File: config.mk
export PLATFORM = sky130hd
export DESIGN_NAME = modular_exponentiation_core
export DESIGN_NICKNAME = d
export VERILOG_FILES = /design/src/hdl/mexp_pkg.sv /design/src/hdl/mexp_mulmod.sv /design/src/hdl/modular_exponentiation_core.sv
export SDC_FILE = /design/constraint.sdc
export NUM_CORES = 2
export LEC_CHECK = 0
export BUFFER_PORTS_ARGS = -buffer_cell sky130_fd_sc_hd__buf_4
export CAP_MARGIN = 20
export CORE_ASPECT_RATIO = 1.75
export CORE_MARGIN = 2
export CORE_UTILIZATION = 50
export DETAILED_ROUTE_END_ITERATION = 8
export PLACE_DENSITY = 0.66
export SLEW_MARGIN = 20
export SYNTH_ARGS = -nofsm -noshare
export SYNTH_HDL_FRONTEND = slang
export SYNTH_HIERARCHICAL = 1
export SYNTH_SLANG_ARGS = --single-unit
File: constraint.sdc
create_clock -name clk -period 23.6 [get_ports clk]
set_clock_uncertainty 0.2 [all_clocks]
set_input_delay 4.72 -clock clk [delete_from_list [all_inputs] [get_ports clk]]
set_output_delay 4.72 -clock clk [all_outputs]
set_load 0.01 [all_outputs]
File: src/hdl/mexp_pkg.sv
// ----------------------------------------------------------------------------
// mexp_pkg: shared types, constants and microprogram
// Widths of the modular exponentiation core, the control word layout and the
// read-only sequence of control words that drives the datapath.
// ----------------------------------------------------------------------------
package mexp_pkg;

  localparam int MOD_BITS  = 32;
  localparam int EXP_BITS  = 32;
  localparam int BASE_BITS = 32;
  localparam int PROD_BITS = 2 * MOD_BITS;
  localparam int RED_BITS  = (PROD_BITS > BASE_BITS) ? PROD_BITS : BASE_BITS;
  localparam int RED_STEPS = RED_BITS / 2;
  localparam int CNT_W     = $clog2(RED_STEPS);

  localparam int UCODE_DEPTH = 10;
  localparam int UPC_W       = $clog2(UCODE_DEPTH);

  typedef logic [UPC_W-1:0] upc_t;

  typedef enum logic [1:0] {
    OP_BASE,
    OP_ACC_B,
    OP_B_B
  } op_t;

  typedef enum logic [1:0] {
    DEST_NONE,
    DEST_B,
    DEST_ACC
  } dest_t;

  typedef enum logic [1:0] {
    JC_NEVER,
    JC_ALWAYS,
    JC_EXP_ZERO,
    JC_BIT_CLEAR
  } jcond_t;

  typedef enum logic {
    RED_IDLE,
    RED_RUN
  } red_state_t;

  typedef struct packed {
    logic busy;
    logic done;
  } mexp_status_t;

  // field order: accept, start, op, wait_done, dest, shift_e, emit, jc, target
  typedef struct packed {
    logic   accept;
    logic   start;
    op_t    op;
    logic   wait_done;
    dest_t  dest;
    logic   shift_e;
    logic   emit;
    jcond_t jc;
    upc_t   target;
  } ctrl_word_t;

  localparam upc_t STEP_IDLE   = upc_t'(0);
  localparam upc_t STEP_RBASE  = upc_t'(1);
  localparam upc_t STEP_WBASE  = upc_t'(2);
  localparam upc_t STEP_TEND   = upc_t'(3);
  localparam upc_t STEP_TBIT   = upc_t'(4);
  localparam upc_t STEP_MUL    = upc_t'(5);
  localparam upc_t STEP_WMUL   = upc_t'(6);
  localparam upc_t STEP_SQUARE = upc_t'(7);
  localparam upc_t STEP_WSQ    = upc_t'(8);
  localparam upc_t STEP_DONE   = upc_t'(9);

  localparam ctrl_word_t UCODE [UCODE_DEPTH] = '{
    // idle: take a transaction
    '{1'b1, 1'b0, OP_BASE,  1'b0, DEST_NONE, 1'b0, 1'b0, JC_NEVER,     STEP_IDLE},
    // reduce the base
    '{1'b0, 1'b1, OP_BASE,  1'b0, DEST_NONE, 1'b0, 1'b0, JC_NEVER,     STEP_IDLE},
    '{1'b0, 1'b0, OP_BASE,  1'b1, DEST_B,    1'b0, 1'b0, JC_NEVER,     STEP_IDLE},
    // loop head: finish when no exponent bits remain
    '{1'b0, 1'b0, OP_BASE,  1'b0, DEST_NONE, 1'b0, 1'b0, JC_EXP_ZERO,  STEP_DONE},
    '{1'b0, 1'b0, OP_BASE,  1'b0, DEST_NONE, 1'b0, 1'b0, JC_BIT_CLEAR, STEP_SQUARE},
    // multiply into the accumulator
    '{1'b0, 1'b1, OP_ACC_B, 1'b0, DEST_NONE, 1'b0, 1'b0, JC_NEVER,     STEP_IDLE},
    '{1'b0, 1'b0, OP_BASE,  1'b1, DEST_ACC,  1'b0, 1'b0, JC_NEVER,     STEP_IDLE},
    // square the base, advance the exponent
    '{1'b0, 1'b1, OP_B_B,   1'b0, DEST_NONE, 1'b1, 1'b0, JC_NEVER,     STEP_IDLE},
    '{1'b0, 1'b0, OP_BASE,  1'b1, DEST_B,    1'b0, 1'b0, JC_ALWAYS,    STEP_TEND},
    // hand over the result
    '{1'b0, 1'b0, OP_BASE,  1'b0, DEST_NONE, 1'b0, 1'b1, JC_ALWAYS,    STEP_IDLE}
  };

endpackage

File: src/hdl/mexp_mulmod.sv
// ----------------------------------------------------------------------------
// mexp_mulmod: multiply and serial modular reduction unit
// Registers one product (or a raw value), then reduces it two bits a cycle
// by shift, compare and subtract. A zero modulus acts as 2^MOD_BITS.
// ----------------------------------------------------------------------------
module mexp_mulmod
  import mexp_pkg::*;
(
  input  logic                 clk,
  input  logic                 rst,
  input  logic                 start,
  input  logic                 mul,
  input  logic [MOD_BITS-1:0]  op_a,
  input  logic [MOD_BITS-1:0]  op_b,
  input  logic [BASE_BITS-1:0] raw,
  input  logic [MOD_BITS-1:0]  modulus,
  output mexp_status_t         status,
  output logic [MOD_BITS-1:0]  result
);

  red_state_t            state, state_next;
  logic [RED_BITS-1:0]   shreg;
  logic [MOD_BITS-1:0]   rem, rem_next;
  logic [CNT_W-1:0]      cnt;
  logic                  done;
  logic [MOD_BITS:0]     mext;
  logic [PROD_BITS-1:0]  prod;
  logic                  last;

  function automatic logic [MOD_BITS-1:0] rstep(input logic [MOD_BITS-1:0] r,
                                                input logic             bit_in,
                                                input logic [MOD_BITS:0] m);
    logic [MOD_BITS:0] t;
    t = {r, bit_in};
    if (t >= m) begin
      t = t - m;
    end
    return t[MOD_BITS-1:0];
  endfunction

  assign mext     = {(modulus == '0), modulus};
  assign prod     = PROD_BITS'(op_a) * PROD_BITS'(op_b);
  assign last     = (cnt == CNT_W'(RED_STEPS - 1));
  assign rem_next = rstep(rstep(rem, shreg[RED_BITS-1], mext), shreg[RED_BITS-2], mext);

  always_comb begin
    state_next = state;
    case (state)
      RED_IDLE: if (start) state_next = RED_RUN;
      RED_RUN:  if (last) state_next = RED_IDLE;
      default:  state_next = RED_IDLE;
    endcase
  end

  always_comb begin
    status.busy = (state == RED_RUN);
    status.done = done;
    result      = rem;
  end

  always_ff @(posedge clk) begin
    if (rst) begin
      state <= RED_IDLE;
      done  <= 1'b0;
    end else begin
      state <= state_next;
      done  <= (state == RED_RUN) && last;
    end
  end

  always_ff @(posedge clk) begin
    if (state == RED_IDLE && start) begin
      shreg <= mul ? RED_BITS'(prod) : RED_BITS'(raw);
      rem   <= '0;
      cnt   <= '0;
    end else if (state == RED_RUN) begin
      shreg <= shreg << 2;
      rem   <= rem_next;
      cnt   <= cnt + CNT_W'(1);
    end
  end

endmodule

File: src/hdl/modular_exponentiation_core.sv
// ----------------------------------------------------------------------------
// modular_exponentiation_core: base^exponent mod modulus
// Right-to-left square and multiply under a microcoded sequencer.
// ----------------------------------------------------------------------------
// Usage:
//   Write the modulus through cfg_wr_en / cfg_wr_data while the core is idle.
//   A zero modulus acts as 2^32; exponent zero always answers 1.
//   Slave channel s_*: one transaction carries base (low word) and exponent.
//   Master channel m_*: one transaction per input carries the result.
// Timing:
//   Each modular product takes one registered multiply in the shared unit,
//   which then reduces it two reduction bits a cycle.
//   Per item: take and reduce the base, then for every exponent bit up to the
//   highest set one, the 2 test steps, the square, and the multiply before it
//   when the bit is set; then finish and hand over.
//   One item is in flight at a time; the shared reduction unit sets the rate.
// Reset:
//   rst clears the sequencer and output valid and sets the modulus to 1.
// Stall:
//   The result sits in an output register; the next item is taken while it
//   waits, and the sequencer holds at its final step only if the register is
//   still full when the next result is ready.
// ----------------------------------------------------------------------------
module modular_exponentiation_core
  import mexp_pkg::*;
(
  input  logic        clk,
  input  logic        rst,
  input  logic        cfg_wr_en,
  input  logic [31:0] cfg_wr_data,   // modulus
  input  logic        s_tvalid,
  output logic        s_tready,
  input  logic [63:0] s_tdata,       // [31:0] base_value, [63:32] exponent
  output logic        m_tvalid,
  input  logic        m_tready,
  output logic [31:0] m_tdata        // [31:0] power_result
);

  // sequencer
  upc_t       upc, upc_next;
  ctrl_word_t ucode;
  logic       hold;
  logic       jump;

  // datapath
  logic [MOD_BITS-1:0]  modulus;
  logic [BASE_BITS-1:0] base_raw;
  logic [EXP_BITS-1:0]  e;
  logic [MOD_BITS-1:0]  acc;
  logic [MOD_BITS-1:0]  b;

  // reduction unit
  mexp_status_t         red_status;
  logic [MOD_BITS-1:0]  red_result;
  logic                 red_mul;
  logic [MOD_BITS-1:0]  red_a;
  logic                 emit_fire;

  assign ucode = UCODE[upc];

  // Hold the step while waiting for input, for the unit, or for output space.
  always_comb begin
    hold = (ucode.accept && !s_tvalid) ||
           (ucode.wait_done && !red_status.done) ||
           (ucode.emit && m_tvalid && !m_tready);
  end

  always_comb begin
    case (ucode.jc)
      JC_NEVER:     jump = 1'b0;
      JC_ALWAYS:    jump = 1'b1;
      JC_EXP_ZERO:  jump = (e == '0);
      JC_BIT_CLEAR: jump = !e[0];
      default:      jump = 1'b0;
    endcase
  end

  always_comb begin
    if (hold) begin
      upc_next = upc;
    end else if (jump) begin
      upc_next = ucode.target;
    end else begin
      upc_next = upc + upc_t'(1);
    end
  end

  always_ff @(posedge clk) begin
    if (rst) begin
      upc <= STEP_IDLE;
    end else begin
      upc <= upc_next;
    end
  end

  // Operand selection for the shared unit.
  always_comb begin
    case (ucode.op)
      OP_BASE:  begin red_mul = 1'b0; red_a = b;   end
      OP_ACC_B: begin red_mul = 1'b1; red_a = acc; end
      OP_B_B:   begin red_mul = 1'b1; red_a = b;   end
      default:  begin red_mul = 1'b0; red_a = b;   end
    endcase
  end

  mexp_mulmod u_mulmod (
    .clk     (clk),
    .rst     (rst),
    .start   (ucode.start),
    .mul     (red_mul),
    .op_a    (red_a),
    .op_b    (b),
    .raw     (base_raw),
    .modulus (modulus),
    .status  (red_status),
    .result  (red_result)
  );

  // Modulus register: keep the low MOD_BITS bits.
  always_ff @(posedge clk) begin
    if (rst) begin
      modulus <= MOD_BITS'(1);
    end else if (cfg_wr_en) begin
      modulus <= cfg_wr_data[MOD_BITS-1:0];
    end
  end

  // Working registers: load on accept, write back unit results, shift exponent.
  always_ff @(posedge clk) begin
    if (ucode.accept && s_tvalid) begin
      base_raw <= s_tdata[31:0];
      e        <= EXP_BITS'(s_tdata[63:32]);
      acc      <= MOD_BITS'(1);
    end else begin
      if (ucode.shift_e) begin
        e <= e >> 1;
      end
      if (ucode.wait_done && red_status.done) begin
        case (ucode.dest)
          DEST_B:    b   <= red_result;
          DEST_ACC:  acc <= red_result;
          DEST_NONE: ;
          default:   ;
        endcase
      end
    end
  end

  // Output register: refill when empty or being drained.
  assign emit_fire = ucode.emit && (!m_tvalid || m_tready);
  assign s_tready  = ucode.accept;

  always_ff @(posedge clk) begin
    if (rst) begin
      m_tvalid <= 1'b0;
    end else if (emit_fire) begin
      m_tvalid <= 1'b1;
    end else if (m_tready) begin
      m_tvalid <= 1'b0;
    end
  end

  always_ff @(posedge clk) begin
    if (emit_fire) begin
      m_tdata <= 32'(acc);
    end
  end

`ifndef NO_ASSERTIONS
  // The unit finishes only while the sequencer is waiting on it.
  a_done_in_wait: assert property (@(posedge clk) disable iff (rst)
    red_status.done |-> ucode.wait_done)
    else $error("reduction finished outside a wait step");

  // A new operation never starts on a busy unit.
  a_start_idle: assert property (@(posedge clk) disable iff (rst)
    ucode.start |-> !red_status.busy)
    else $error("reduction started while busy");

  // A result appears only after the final step.
  a_emit_from_done: assert property (@(posedge clk) disable iff (rst)
    $rose(m_tvalid) |-> $past(upc) == STEP_DONE)
    else $error("output loaded outside the final step");
`endif

endmodule
==> impl_metrics.env <==
export IMPL_ant_nets=0
export IMPL_wirelength_um=141000
export IMPL_slew_headroom=0.269
export IMPL_holdPathEnd="m_tdata[21]$_DFFE_PP_"
export IMPL_row_count=151
export IMPL_grt_max_degree=96
export IMPL_numPortBuffers=134
export IMPL_cts_made_buffers=26
export IMPL_reg2reg_from="upc[2]$_SDFFE_PP0N_"
export IMPL_grt_overflow_total=0
export IMPL_holdWs_ns=0.273
export IMPL_area_delta_synth_final_pct=6.09
export IMPL_maxSlewViolCount=0
export IMPL_tns_ns=0
export IMPL_max_cap_violations=0
export IMPL_fmaxAchievable_mhz=94.8
export IMPL_ctsHoldBuffers=0
export IMPL_ff2ff_path_depth=30
export IMPL_worst_pin_slew_ns=1.10
export IMPL_hp_class="reg2reg"
export IMPL_grtUsageTotal=0.290
export IMPL_critical_path_arrival_ns=10.71
export IMPL_first_iter_violations=1978
export IMPL_final_cell_mix="inv_1, fa_1, nand2_1, and2_1, ha_1"
export IMPL_clk_pin_slew_ns=0.08
export IMPL_crit_slowest_cell="mux2_2"
export IMPL_rsz0062_at_grt="no"
export IMPL_final_util=0.535
export IMPL_core_area_um2=96700
export IMPL_r2r_end="u_mulmod/shreg[51]$_DFFE_PP_"
export IMPL_cts_setup_buffers=0
export IMPL_final_common_cell="inv_1"
export IMPL_hold_violations=0
export IMPL_start_util=0.505
export IMPL_ioPinCount=135
export IMPL_r2r_slack_ns=13.05
export IMPL_dpl_hpwl_um=112000
export IMPL_gp_congestion=0.931
export IMPL_min_path_cells=0
export IMPL_cp_required_ns=23.76
export IMPL_start_kind="flop"
export IMPL_cts_tree="built"
export IMPL_drc=0
export IMPL_grt_pass1_vias=40300
export IMPL_critical_path_most_common_cell="fa_1"
export IMPL_first_pass_iters=5
export IMPL_die_w_um=240
export IMPL_yosysWarnings=6
export IMPL_htreeDepth=1
export IMPL_dieArea_um2=100000
export IMPL_clk_latency_ns=0.61
export IMPL_netlist_instances=5223
export IMPL_cts_max_path_buffers=3
export IMPL_slowest_delay_ns=0.82
export IMPL_worst_setup_path_type="reg2reg"
export IMPL_synth_avg_cell_area_um2=9.35
export IMPL_wl_per_cell_um=21.7
export IMPL_hp_start="acc[21]$_SDFFE_PN0P_"
export IMPL_cts_root_buf="clkbuf_16"
export IMPL_fin_crit_sh=0.447
export IMPL_drive_above_1_share=0.0614
export IMPL_status="complete, no violations"
export IMPL_syn_nets=6560
export IMPL_viasPerCell=5.57
export IMPL_antenna_found_initial=4
export IMPL_grt_pass1_wl_um=222000
export IMPL_cp_max_fo=32
export IMPL_finalSetupViolCount=0
export IMPL_cts_resized=0
export IMPL_clock_sinks=300
export IMPL_nets=6515
export IMPL_end_kind="flop"
export IMPL_vias=36200
export IMPL_netlist_area_um2=48800
export IMPL_period_minus_slack_ns=10.55
export IMPL_die_y_um=417
## flip-flops by register name, summed over array words and instances, names as in the netlist, 4 cells and up
| signal | flops |
|---|---|
| u_mulmod/cnt | 5 |
| acc | 32 |
| u_mulmod/shreg | 64 |
| upc | 4 |
| u_mulmod/result | 32 |
| modulus | 32 |
| e | 32 |
| m_tdata | 32 |
| b | 32 |
| base_raw | 32 |
## critical path: cells and delay by family (launching register included)
family / cells / cell delay, ns
flops: 1 / 0.58
mux: 1 / 0.82
buf+inv: 6 / 0.82
simple gates: 4 / 1.04
fa+ha+maj: 10 / 4.46
compound gates: 9 / 2.31
## stage by stage
stage	setup WS [ns]	std cells	cell area, um^2
3_3_place_gp	13.06	6449	50900
3_5_place_dp	13.18	6450	50900
2_1_floorplan	14.42	5223	48800
6_report	13.05	6499	51800
4_1_cts	13.09	6498	51800
5_1_grt	12.73	6498	51800
## per-layer routing
layer  vias up  global-route usage  routed length [um]
met5         -                   0                   0
met4         0               0.180               10200
met3       436              0.0223                5470
met2      1140               0.559               77800
met1     18500               0.300               47300
li1      16100                   -                   -
## worst max-delay path by stage
| stage | to | slack, ns | startpoint |
|---|---|---|---|
| CTS | u_mulmod/shreg[51]$_DFFE_PP_ | 13.09 | upc[2]$_SDFFE_PP0N_ |
| finish | u_mulmod/shreg[51]$_DFFE_PP_ | 13.05 | upc[2]$_SDFFE_PP0N_ |
| floorplan | u_mulmod/shreg[51]$_DFFE_PP_ | 14.42 | upc[0]$_SDFFE_PP0N_ |
| global route | u_mulmod/shreg[51]$_DFFE_PP_ | 12.73 | upc[2]$_SDFFE_PP0N_ |
| global placement | u_mulmod/shreg[63]$_DFFE_PP_ | 13.06 | upc[2]$_SDFFE_PP0N_ |
| detailed placement | u_mulmod/shreg[51]$_DFFE_PP_ | 13.18 | upc[2]$_SDFFE_PP0N_ |
## layout make-up
cell class              instances  area (um^2)
diodes                          1         2.50
clock buffers                  34          733
clock inverters                14          163
fillers                      9059        44900
inverters                     920         3450
multi-input cells            3727        36400
flip-flops and latches        300         7930
well taps                    1300         1630
repair buffers                203         1530
Power is not shown: default switching activity piles up to over one toggle a cycle in this logic, so the estimate is an artifact.
